File: src/sv/ics_pkg.sv
// ----------------------------------------------------------------------------
// ics_pkg: shared types and constants for the idlest CPU picker
// Record and result layouts, field widths and the saturation limit.
// ----------------------------------------------------------------------------
`default_nettype none

package ics_pkg;

  // Field widths
  localparam int unsigned CPU_W   = 3;
  localparam int unsigned LAT_W   = 32;
  localparam int unsigned STAMP_W = 64;
  localparam int unsigned LOAD_W  = 32;

  // Number of CPUs taking part in a scan; higher indexes are skipped
  localparam int unsigned MAX_CPUS = 8;

  // Largest latency or load kept after saturation
  localparam logic [LAT_W-1:0] SAT32 = 32'hFFFF_FFFE;

  // One per-CPU record
  typedef struct packed {
    logic [CPU_W-1:0]   cpu_index;
    logic [CPU_W-1:0]   home_cpu;
    logic               eligible;
    logic               is_idle;
    logic               has_idle_state;
    logic [LAT_W-1:0]   wake_lat;
    logic [STAMP_W-1:0] idle_ts;
    logic [LOAD_W-1:0]  cpu_load;
    logic               last;
  } rec_t;

  // One pick
  typedef struct packed {
    logic [CPU_W-1:0] chosen_cpu;
    logic             chosen_idle;
  } res_t;

endpackage

`default_nettype wire

File: src/sv/ics_scan.sv
// ----------------------------------------------------------------------------
// ics_scan: running-best tracker
// Compares one record against the idle and busy bests, updates them on take,
// and presents the pick that the scan would yield if this record closes it.
// ----------------------------------------------------------------------------
`default_nettype none

module ics_scan (
  input  wire logic          clk,
  input  wire logic          rst_n,
  input  wire logic          take,
  input  wire ics_pkg::rec_t rec,
  output ics_pkg::res_t      res
);
  import ics_pkg::*;

  logic [LAT_W-1:0]   best_latency_r, best_latency_nxt;
  logic [STAMP_W-1:0] best_stamp_r,   best_stamp_nxt;
  logic               idle_found_r,   idle_found_nxt;
  logic [CPU_W-1:0]   idle_pick_r,    idle_pick_nxt;
  logic [LOAD_W-1:0]  best_load_r,    best_load_nxt;
  logic               busy_found_r,   busy_found_nxt;
  logic [CPU_W-1:0]   busy_pick_r,    busy_pick_nxt;

  logic              in_range;
  logic              elig;
  logic [LAT_W-1:0]  lat_sat;
  logic [LOAD_W-1:0] load_sat;

  // Saturate latency and load so any real value beats the reset value
  assign lat_sat  = (rec.wake_lat == '1) ? SAT32 : rec.wake_lat;
  assign load_sat = (rec.cpu_load == '1) ? SAT32 : rec.cpu_load;
  assign in_range = (32'(rec.cpu_index) < MAX_CPUS);
  assign elig     = rec.eligible && in_range;

  // Compare the record against the running bests
  always_comb begin
    best_latency_nxt = best_latency_r;
    best_stamp_nxt   = best_stamp_r;
    idle_found_nxt   = idle_found_r;
    idle_pick_nxt    = idle_pick_r;
    best_load_nxt    = best_load_r;
    busy_found_nxt   = busy_found_r;
    busy_pick_nxt    = busy_pick_r;
    if (elig) begin
      if (rec.is_idle) begin
        if (rec.has_idle_state && (lat_sat < best_latency_r)) begin
          best_latency_nxt = lat_sat;
          best_stamp_nxt   = rec.idle_ts;
          idle_pick_nxt    = rec.cpu_index;
          idle_found_nxt   = 1'b1;
        end else if ((!rec.has_idle_state || (lat_sat == best_latency_r)) &&
                     (rec.idle_ts > best_stamp_r)) begin
          best_stamp_nxt = rec.idle_ts;
          idle_pick_nxt  = rec.cpu_index;
          idle_found_nxt = 1'b1;
        end
      end else begin
        if ((load_sat < best_load_r) ||
            ((load_sat == best_load_r) && (rec.cpu_index == rec.home_cpu))) begin
          best_load_nxt  = load_sat;
          busy_pick_nxt  = rec.cpu_index;
          busy_found_nxt = 1'b1;
        end
      end
    end
  end

  // Pick idle first, then least loaded, then home
  always_comb begin
    if (idle_found_nxt) begin
      res.chosen_cpu  = idle_pick_nxt;
      res.chosen_idle = 1'b1;
    end else begin
      res.chosen_cpu  = busy_found_nxt ? busy_pick_nxt : rec.home_cpu;
      res.chosen_idle = 1'b0;
    end
  end

  // Advance the bests; drop them after the closing record
  always_ff @(posedge clk) begin
    if (!rst_n || (take && rec.last)) begin
      best_latency_r <= '1;
      best_stamp_r   <= '0;
      idle_found_r   <= 1'b0;
      idle_pick_r    <= '0;
      best_load_r    <= '1;
      busy_found_r   <= 1'b0;
      busy_pick_r    <= '0;
    end else if (take) begin
      best_latency_r <= best_latency_nxt;
      best_stamp_r   <= best_stamp_nxt;
      idle_found_r   <= idle_found_nxt;
      idle_pick_r    <= idle_pick_nxt;
      best_load_r    <= best_load_nxt;
      busy_found_r   <= busy_found_nxt;
      busy_pick_r    <= busy_pick_nxt;
    end
  end

endmodule

`default_nettype wire

File: src/sv/idlest_cpu_select_top.sv
// ----------------------------------------------------------------------------
// idlest_cpu_select_top: idlest CPU picker
// Takes one per-CPU record per request and returns one pick per scan.
// ----------------------------------------------------------------------------
//  channel | direction | handshake          | payload
//  in_     | input     | in_valid/in_stall   | one per-CPU record
//  out_    | output    | out_valid/out_stall | chosen_cpu, chosen_idle
//
//  One record per cycle is accepted while in_stall is low; the pick shows on out_
//  once the record marked last has passed the input register, then the result register.
//  The compare against the running bests sits between those two registers.
//  Synchronous reset clears the scan state and both valid flags.
//  in_stall rises only while a closing record waits behind a stalled result.
// ----------------------------------------------------------------------------
`default_nettype none

module idlest_cpu_select_top (
  input  wire logic                         clk,
  input  wire logic                         rst_n,
  input  wire logic                         in_valid,
  output logic                              in_stall,
  input  wire logic [ics_pkg::CPU_W-1:0]    in_cpu_index,
  input  wire logic [ics_pkg::CPU_W-1:0]    in_home_cpu,
  input  wire logic                         in_eligible,
  input  wire logic                         in_is_idle,
  input  wire logic                         in_has_idle_state,
  input  wire logic [ics_pkg::LAT_W-1:0]    in_wake_lat,
  input  wire logic [ics_pkg::STAMP_W-1:0]  in_idle_ts,
  input  wire logic [ics_pkg::LOAD_W-1:0]   in_cpu_load,
  input  wire logic                         in_last,
  output logic                              out_valid,
  input  wire logic                         out_stall,
  output logic [ics_pkg::CPU_W-1:0]         out_chosen_cpu,
  output logic                              out_chosen_idle
);
  import ics_pkg::*;

  logic s1_valid_r;
  rec_t s1_rec_r;
  logic s1_go;
  logic take;
  res_t pick;
  logic out_valid_r, out_valid_nxt;
  res_t out_res_r;

  // Input stage moves on unless its closing record has no room downstream
  assign s1_go    = !s1_valid_r || !s1_rec_r.last || !out_valid_r || !out_stall;
  assign in_stall = !s1_go;
  assign take     = s1_valid_r && s1_go;

  // Hold the accepted request
  always_ff @(posedge clk) begin
    if (!rst_n) begin
      s1_valid_r <= 1'b0;
    end else if (s1_go) begin
      s1_valid_r <= in_valid;
    end
    if (s1_go && in_valid) begin
      s1_rec_r.cpu_index      <= in_cpu_index;
      s1_rec_r.home_cpu       <= in_home_cpu;
      s1_rec_r.eligible       <= in_eligible;
      s1_rec_r.is_idle        <= in_is_idle;
      s1_rec_r.has_idle_state <= in_has_idle_state;
      s1_rec_r.wake_lat       <= in_wake_lat;
      s1_rec_r.idle_ts        <= in_idle_ts;
      s1_rec_r.cpu_load       <= in_cpu_load;
      s1_rec_r.last           <= in_last;
    end
  end

  ics_scan u_scan (
    .clk   (clk),
    .rst_n (rst_n),
    .take  (take),
    .rec   (s1_rec_r),
    .res   (pick)
  );

  // Load the result on a closing record, drop it once taken
  always_comb begin
    if (take && s1_rec_r.last) begin
      out_valid_nxt = 1'b1;
    end else if (!out_stall) begin
      out_valid_nxt = 1'b0;
    end else begin
      out_valid_nxt = out_valid_r;
    end
  end

  always_ff @(posedge clk) begin
    if (!rst_n) begin
      out_valid_r <= 1'b0;
    end else begin
      out_valid_r <= out_valid_nxt;
    end
    if (take && s1_rec_r.last) begin
      out_res_r <= pick;
    end
  end

  assign out_valid       = out_valid_r;
  assign out_chosen_cpu  = out_res_r.chosen_cpu;
  assign out_chosen_idle = out_res_r.chosen_idle;

endmodule

`default_nettype wire

File: config.mk
export PLATFORM = sky130hd
export DESIGN_NAME = idlest_cpu_select_top
export DESIGN_NICKNAME = d
export VERILOG_FILES = /design/src/sv/ics_pkg.sv /design/src/sv/ics_scan.sv /design/src/sv/idlest_cpu_select_top.sv
export SDC_FILE = /design/constraint.sdc
export NUM_CORES = 1
export LEC_CHECK = 0
export ABC_AREA = 1
export BUFFER_PORTS_ARGS = -buffer_cell sky130_fd_sc_hd__buf_2
export CORE_MARGIN = 2
export CORE_UTILIZATION = 41
export DETAILED_ROUTE_END_ITERATION = 10
export PLACE_DENSITY = 0.62
export SETUP_SLACK_MARGIN = 0.05
export SYNTH_ARGS = -nofsm -noshare
export SYNTH_HDL_FRONTEND = slang
export SYNTH_HIERARCHICAL = 1
export SYNTH_SLANG_ARGS = --single-unit
export TNS_END_PERCENT = 100
File: constraint.sdc
create_clock -name clk -period 10.5 [get_ports clk]
set_input_delay 1.05 -clock clk [delete_from_list [all_inputs] [get_ports clk]]
set_output_delay 1.05 -clock clk [all_outputs]
set_load 0.005 [all_outputs]
Word-level counts from Yosys, hierarchy flattened

Cells that the tools add are included.

Register bits: 280
Input port bits: 142
Output and inout port bits: 6

Order comparisons: 3
Eq/ne operators: 6
Mux-type cells: 22
Bitwise gates (word level): 1
Reductions and logical operators: 23

Operators by type and width:

| operator                                                        | number |
|---|---|
| 64-bit two-way mux                                              | 2 |
| 32-bit equality test                                            | 2 |
| 32-bit equality test, second input constant                     | 2 |
| 64-bit greater-than comparator                                  | 1 |
| 32-bit < comparator                                             | 2 |
| 32-bit two-way mux                                              | 2 |
| 3-bit two-way mux                                               | 8 |
| 4-bit AND reduction                                             | 3 |
| 1-bit two-way mux                                               | 9 |
| 1-bit logical NOT                                               | 7 |
| 1-bit logical AND                                               | 6 |
| 1-bit logical OR                                                | 6 |
| 4-bit two-way mux                                               | 1 |
| 3-bit equality test                                             | 1 |
| 2-bit by 1-bit != test with 1-bit output, second input constant | 1 |
| 2-bit nonzero test                                              | 1 |
| 1-bit NOT                                                       | 1 |

Depth between registers and ports, before layout

Gate-level depths: netlist of the first run.

Depth after elaboration: 10
Mapped depth: 22
Depth with buffers taken out: 22

Hierarchy

The synthesis of the first run kept the hierarchy.

By module, submodules not included:

| module                | times used | cells each | area an instance (um2) |
|---|---|---|---|
| ics_scan              | 1          | 1,220      | 8,659.6 |
| idlest_cpu_select_top | 1          | 156        | 4,369.2 |

Worst setup path after synthesis of the first run

No wires, ideal clock.

Kind: in2reg
Start point: input port out_stall
End point: register s1_rec_r[0] (netlist bit), enable pin
Library setup time: 639 ps
Arrival time: 6,954 ps
Data required time: 9,861 ps
Setup slack: 2,907 ps
Stages on the path: 3
Cells stage by stage: nand2_2 -> nor2_4 -> nor2_1

Cells in the longest elaborated chain, start to end: 3

Ends and longest elaborated chain:

| item               | RTL line                    | source |
|---|---|---|
| start: declaration | idlest_cpu_select_top.sv:32 | `input wire logic out_stall,` |
| 1-bit logical NOT  | n/a                         |  |
| 1-bit logical OR   | idlest_cpu_select_top.sv:47 | `assign s1_go = !s1_valid_r \|\| !s1_rec_r.last \|\| !out_valid_r \|\| !out_stall;` |
| 1-bit logical AND  | idlest_cpu_select_top.sv:58 | `if (s1_go && in_valid) begin` |
| end: declaration   | idlest_cpu_select_top.sv:39 | `rec_t s1_rec_r;` |

Every way passes these cells.
A chain may end at the register's enable or synchronous reset.

Worst setup path in the final report of the first run

Start point: register s1_rec_r[100] (netlist bit)
End point: register u_scan.best_stamp_r[35]

Cells in the longest elaborated chain, start to end: 7
Elaborated cells between the ends (all ways): 10
Classes of those cells: order compare: 1; eq/ne: 2; mux: 2; reduce/logical: 5

Ends and longest elaborated chain:

| item                                                        | RTL line       | source |
|---|---|---|
| 32-bit equality test                                        | ics_scan.sv:31 | `assign lat_sat = (rec.wake_lat == '1) ? SAT32 : rec.wake_lat;` |
| 32-bit two-way mux (*)                                      | ics_scan.sv:31 |  |
| branches (longest 5 deep; another with 32-bit < comparator) | n/a            |  |
| end signal: assignment                                      | ics_scan.sv:92 | `best_stamp_r <= best_stamp_nxt;` |
| end: declaration                                            | ics_scan.sv:18 | `logic [STAMP_W-1:0] best_stamp_r, best_stamp_nxt;` |

Every way passes the cells marked *.

==> flow_summary_export.csv, run 1 <==
group,metric,value,unit
run_status,status,"complete, no violations",
yosys,synth_top_family_by_area,"simple AND/OR/NAND/NOR gates",
yosys,yosys.area_share.simple,0.142,
die,io_pins,148,
sta,hold_viol,0,
global_routing,grt.total_usage,0.157,
worst_setup_path,cpPeakStageDelay,0.72,ns
cts,hold_buffers,0,
placement,dp.final_hpwl,17200,microns
yosys,muxShareOfSynthArea,0,
yosys,yosys_warnings,6,
cts,cts_buffers,31,
yosys,synth_compound_area_frac,0.106,
global_routing,grt_first_pass_wirelength,43100,microns
placement,gp_congestion,0.807,
cts,cts_resized,0,
yosys,netlist_area,13000,sq um
cts,cts_tree,"done",
run,max_cap_violations,0,
worst_setup_path,arrival,4.15,ns
final_layout,syn_to_final_growth,14.4,%
worst_setup_path,critical_path.top_delay_family,"simple AND/OR/NAND/NOR gates",
worst_setup_path,crit_chain,"nand4_1 -> nor4_1 -> nand2_1 -> nand2_1 -> ha_1 -> inv_1 -> a21oi_1 -> o21ai_0 -> nand2_1 -> nand3_1 -> nand2_1 -> nand2_1 -> nand2_1 -> nand3_1 -> nand2_4 -> nand2_4 -> inv_4 -> nor2_1 -> nor2_1",
routing,drt-total-wl,25500,microns
sta,finClkSkew,0.0136,ns
die,die_h,182,microns
yosys,synth_edf_count,142,
global_routing,antenna_found_initial,2,
routing,vias_per_cell,4.83,
final_layout,drive_gt1_frac,0.150,
die,rows,65,
global_routing,grt_pass1_vias,9055,
yosys,syn_area_per_cell,9.47,sq um
routing,wl_met3,1180,microns
pwr,p_per_area,170,nW/um^2
die,dieWidth,182,microns
worst_setup_path,required,11.01,ns
routing,wl_met2,11800,microns
cts,path_clk_slew,0.06,ns
yosys,synth-main-ff-cell,"edfxtp_1",
routing,routedWlPerCell,13.5,microns
pwr,leakagePower,0.00659,uW
yosys,syn-num-nets,1646,
sta,setup_viol_count_final,0,
final_layout,nNetsFinal,1729,
cts,postCtsSetupRepairBufs,0,
yosys,postSynthCellCount,1376,
cts,insertion_delay,0.58,ns
yosys,async_flop_share,0,
routing,drtPass1Iterations,5,
die,core,31400,sq um
worst_setup_path,crit_buf_inv,2,
die,start_util,0.415,
worst_setup_path,crit_top_cell,"nand2_1",
cts,max-clock-path-buffers,3,
sta,rsz0062_at_grt,"false",
routing,drc,0,
placement,port_buffers,147,
pwr,ir_drop,0.135,mV
cts,cts.sinks,280,
routing,drt_iter0_drc,385,
die,design.die.area,33200,sq um
worst_setup_path,crit_type,"flop to flop",
worst_setup_path,cp_max_fo,66,
worst_setup_path,slowest_stage,"inv_4",
yosys,ys_types,36,
sta,post-route-period-util,0.346,
final_layout,layout_commonest_cell,"nand2_1",
routing,wl_met1,11900,microns
sta,min_period,3.64,ns
routing,top_layer,"met5",
routing,ant_nets,0,
worst_setup_path,cp-start-kind,"flop",
sta,relSlewSlack,0.300,
sta,fmax,275,MHz
cts,cts_max_level,1,
routing,num_vias,9113,
worst_setup_path,end_kind,"flop",
yosys,ys_seq_area_frac,0.539,
yosys,ys_ff_latch,280,
sta,slew_violations,0,
sta,tns,0,ns
yosys,synth_xor_area_frac,0.00202,
yosys,synth_fa_ha_area_frac,0.123,
cts,clock-root-buffer,"clkbuf_16",
hold_path,hp-class,"flop to flop",
global_routing,grt_max_degree,77,
worst_setup_path,reg2reg_slack,6.86,ns
final_layout,final_cell_mix,"182 x nand2_1, 175 x nor2_1, 169 x inv_1",
global_routing,grt.overflow.total,0,
final_layout,final_util,0.475,
sta,tightest_slew,1.05,ns
stage by stage:
stage,cells,hold slack [ns],power (uW),cell area (sq um),setup slack [ns]
after global placement,1828,0.459,1430,13800,6.89
after detailed placement,1828,0.466,1430,13800,6.80
after CTS,1886,0.485,2570,14900,6.82
final,1887,0.478,2530,14900,6.86
after floorplan,1376,0.445,1380,13000,2.91
after global routing,1886,0.503,2650,14900,6.46
cells by family after synthesis:
kind of cell / after synthesis
AOI/OAI and AO/OA: 253
and+or+nand+nor: 436
DFF: 280
xor gates and xnor gates: 3
buffers and inverters: 276
adders and majority gates: 128
final timing paths:
kind	cells past startpoint	endpoint	startpoint
max	19	u_scan/best_stamp_r[35]$_SDFFE_PP0P_	s1_rec_r[100]$_DFFE_PP_
min reg2reg	2	u_scan/best_stamp_r[37]$_SDFFE_PP0P_	u_scan/best_stamp_r[37]$_SDFFE_PP0P_
max reg2reg	19	u_scan/best_stamp_r[35]$_SDFFE_PP0P_	s1_rec_r[100]$_DFFE_PP_
min	2	u_scan/best_stamp_r[37]$_SDFFE_PP0P_	u_scan/best_stamp_r[37]$_SDFFE_PP0P_
Yosys cell counts (all sizes together) (24+ instances only):
library cell / count / area, sq um
a21oi: 95 / 475
clkbuf: 80 / 302
dfxtp: 138 / 2760
edfxtp: 142 / 4260
ha: 128 / 1600
inv: 172 / 648
nand2: 188 / 731
nand3: 24 / 120
nand4: 29 / 181
nor2: 181 / 702
o211ai: 33 / 253
o21ai: 113 / 566
metal layers:
layer,global-route usage,up-vias
li1,-,4737
met1,0.202,4186
met2,0.269,148
met3,0.0339,40
met4,0.0435,2
met5,0,-
registers in the layout, indices dropped and copies added, names as in the netlist:
name	flops
u_scan/idle_pick_r	3
u_scan/idle_found_r	1
s1_valid_r	1
s1_rec_r	138
u_scan/best_load_r	32
out_chosen_idle	1
u_scan/best_stamp_r	64
u_scan/best_latency_r	32
u_scan/busy_pick_r	3
out_valid	1
u_scan/busy_found_r	1
out_chosen_cpu	3
worst register-to-register path, cell delays in order (launching register included):
cell,delay (ns)
edfxtp_1,0.39
nand4_1,0.16
nor4_1,0.42
nand2_1,0.09
nand2_1,0.09
ha_1,0.15
inv_1,0.04
a21oi_1,0.11
o21ai_0,0.08
nand2_1,0.06
nand3_1,0.06
nand2_1,0.07
nand2_1,0.05
nand2_1,0.11
nand3_1,0.13
nand2_4,0.13
nand2_4,0.41
inv_4,0.74
nor2_1,0.15
nor2_1,0.13
area by class of cell:
cell class / count / area, sq um
repair buffers: 153 / 781
inverters: 173 / 652
well taps: 402 / 503
flip-flops and latches: 280 / 7030
fillers: 2958 / 16500
multi-input cells: 820 / 4870
clock inverters: 19 / 226
diodes: 1 / 2.50
clock buffers: 39 / 847
where the power goes:
group / internal [uW] / switching (uW) / leakage, uW
Clock: 672 / 449 / 0.000510
Combinational: 74.5 / 106 / 0.00357
Sequential: 1200 / 28.0 / 0.00251
Power figures use the tool's default switching activity.
==> run 2, diff against run 1 <==
clock period = 3.8 ns   (was 10.5 ns; I/O delays follow)
==> run 2 against run 1 <==
Sequential share of layout area decreased by 3.7 points. Total power grew to 2.7 times the previous value. Register-to-register slack got worse by 6.1 ns. Sequential power rose to 2.8 times the previous value. Flip-flop and latch count unchanged. Critical path depth is the same. Hold slack worse by 0.46 ns. Final area increased by 8.6%. Global-route usage increased by 0.75 points. Routed wire length increased by 7.6%. Die area did not move. Critical endpoint is now u_scan/best_stamp_r[24]$_SDFFE_PP0P_. Largest cell class unchanged.
==> flow_summary_export.csv, run 2 (synthesis results as in run 1) <==
group,metric,value,unit
final_layout,final_cell_mix,"182 x nand2_1, 175 x nor2_1, 169 x inv_1",
worst_setup_path,required,4.26,ns
worst_setup_path,reg2reg_depth,19,
final_layout,layout_commonest_cell,"nand2_1",
routing,ant_nets,0,
cts,cts.sinks,280,
pwr,leakagePower,0.00713,uW
final_layout,drive_gt1_frac,0.135,
global_routing,grt_max_degree,128,
routing,drt-total-wl,27400,microns
cts,cts_max_level,1,
routing,drt_iter0_drc,463,
sta,tns,0,ns
routing,vias_per_cell,4.74,
global_routing,grt.total_usage,0.165,
sta,setup_viol_count_final,0,
run,max_cap_violations,0,
sta,tightest_slew,0.778,ns
worst_setup_path,cpPeakStageDelay,0.50,ns
die,die_h,182,microns
cts,path_clk_slew,0.06,ns
final_layout,ff_latch_area,7030,sq um
cts,insertion_delay,0.57,ns
die,rows,65,
sta,min_period,3.09,ns
worst_setup_path,cp_max_fo,65,
final_layout,nFillCells,2888,
hold_path,hp-class,"input pin to flop",
final_layout,nNetsFinal,1862,
die,dieWidth,182,microns
worst_setup_path,slowest_stage,"nor4_1",
worst_setup_path,r2r-end,"u_scan/best_stamp_r[24]$_SDFFE_PP0P_",
die,io_pins,148,
sta,post-route-period-util,0.812,
worst_setup_path,reg2reg_slack,0.71,ns
final_layout,largest-register,"s1_rec_r",
placement,dp.final_hpwl,17400,microns
worst_setup_path,crit_type,"flop to flop",
worst_setup_path,cp-start-kind,"flop",
worst_setup_path,crit_start,"s1_rec_r[121]$_DFFE_PP_",
cts,cts_tree,"done",
cts,clock-root-buffer,"clkbuf_16",
final_layout,multiInputGateArea,4870,sq um
worst_setup_path,reg2reg_from,"s1_rec_r[121]$_DFFE_PP_",
sta,finClkSkew,0.0238,ns
global_routing,antenna_found_initial,0,
worst_setup_path,cp-endpoint,"u_scan/best_stamp_r[24]$_SDFFE_PP0P_",
pwr,ir_drop,0.357,mV
sta,holdWs,0.0158,ns
global_routing,grt_first_pass_wirelength,44900,microns
sta,fmax,324,MHz
global_routing,grt_pass1_vias,9329,
cts,postCtsSetupRepairBufs,0,
die,core,31400,sq um
final_layout,diodes,0,
final_layout,largest_register_ffs,138,
placement,port_buffers,147,
sta,relSlewSlack,0.481,
sta,slew_violations,0,
worst_setup_path,crit_chain,"nand4_1 -> nor4_1 -> nand2_1 -> nand2_1 -> ha_1 -> inv_1 -> a21oi_1 -> o21ai_0 -> nand2_1 -> nand3_1 -> nand2_1 -> nand2_1 -> nand2_1 -> nand3_1 -> nand2_4 -> nand2_4 -> buf_4 -> o21ai_0 -> nor2_1",
routing,drc,0,
sta,rsz0062_at_grt,"false",
final_layout,syn_to_final_growth,24.3,%
sta,hold_viol,0,
worst_setup_path,crit_top_cell,"nand2_1",
die,design.die.area,33200,sq um
cts,max-clock-path-buffers,3,
run_status,status,"complete, no violations",
pwr,p_per_area,426,nW/um^2
global_routing,grt.overflow.total,0,
routing,num_vias,9574,
die,start_util,0.415,
routing,drtPass1Iterations,4,
worst_setup_path,arrival,3.55,ns
cts,cts_buffers,31,
worst_setup_path,end_kind,"flop",
placement,gp_congestion,0.772,
final_layout,reg_top3,"s1_rec_r x138, u_scan/best_stamp_r x64",
routing,routedWlPerCell,13.6,microns
-- run 2: cell count changes in the layout (fill, tap and decap cells not counted) --
cell,before,now
clkbuf_8,2,5
bufinv_16,4,1
dlygate4sd3_1,0,132
inv_4,1,2
clkinv_2,4,6
buf_12,0,4
diode_2,1,0
buf_4,6,3
clkinvlp_4,5,0
clkinv_1,4,1
clkinv_4,2,0
clkbuf_16,32,31
clkbuf_1,5,13
-- run 2: power breakdown --
group          switching [uW]  internal, uW  leakage, uW  total, uW
clock                    1210          1680     0.000485       2890
sequential               79.4          3320      0.00251       3400
combinational             317           298      0.00414        615
total                    1610          5300      0.00713       6900
-- run 2: stage by stage --
| stage | instance area (sq um) | worst slack (ns) | cells | util | power, uW |
|---|---|---|---|---|---|
| 4_1_cts | 16200 | 0.690 | 2018 | 0.515 | 6990 |
| 2_1_floorplan | 13000 | 0.799 | 1376 | - | 3800 |
| 6_report | 16200 | 0.713 | 2019 | 0.516 | 6900 |
| 3_3_place_gp | 13900 | 0.789 | 1829 | 0.442 | 3960 |
| 3_5_place_dp | 13900 | 0.704 | 1829 | 0.442 | 3970 |
| 5_1_grt | 16200 | 0.454 | 2019 | 0.516 | 7220 |
-- run 2: cell type report --
cell class,count,share of cell area
timing repair buffer,286,0.133
clock inverter,9,0.00533
clock buffer,49,0.0552
inverter,173,0.0403
tap,402,0.0311
sequential,280,0.434
multi-input combinational,820,0.301
-- run 2: what timing repair did --
item | 4_1_cts | 5_1_grt
hold buffers | 131 | 1
endpoints found under the hold margin | 131 | 1
gates resized for setup | 0 | 0
-- run 2: critical path: cells and delay by family (launching register included) --
| family | cells | cell delay (ns) |
|---|---|---|
| compound gates | 3 | 0.47 |
| fa+ha+maj | 1 | 0.14 |
| buf+inv | 2 | 0.38 |
| flops | 1 | 0.43 |
| simple gates | 13 | 1.53 |
-- run 2: how the worst min path moves through the flow --
| stage | start | end | slack (ns) | depth (start not counted) |
|---|---|---|---|---|
| after floorplan | u_scan/best_load_r[0]$_SDFFE_PP1P_ | u_scan/best_load_r[0]$_SDFFE_PP1P_ | 0.44 | 2 |
| after global placement | u_scan/best_stamp_r[53]$_SDFFE_PP0P_ | u_scan/best_stamp_r[53]$_SDFFE_PP0P_ | 0.46 | 2 |
| after detailed placement | u_scan/best_stamp_r[51]$_SDFFE_PP0P_ | u_scan/best_stamp_r[51]$_SDFFE_PP0P_ | 0.47 | 2 |
| after CTS | in_idle_ts[30] | s1_rec_r[63]$_DFFE_PP_ | 0.005 | 1 |
| after global routing | in_eligible | s1_rec_r[131]$_DFFE_PP_ | 0.001 | 1 |
| final | in_idle_ts[23] | s1_rec_r[56]$_DFFE_PP_ | 0.02 | 1 |
-- run 2: per-layer routing --
layer | wire [microns] | vias to the layer above | track usage
li1 | - | 4998 | -
met1 | 12600 | 4360 | 0.215
met2 | 13100 | 174 | 0.289
met3 | 979 | 42 | 0.0208
met4 | 712 | 0 | 0.0468
met5 | 0 | - | 0
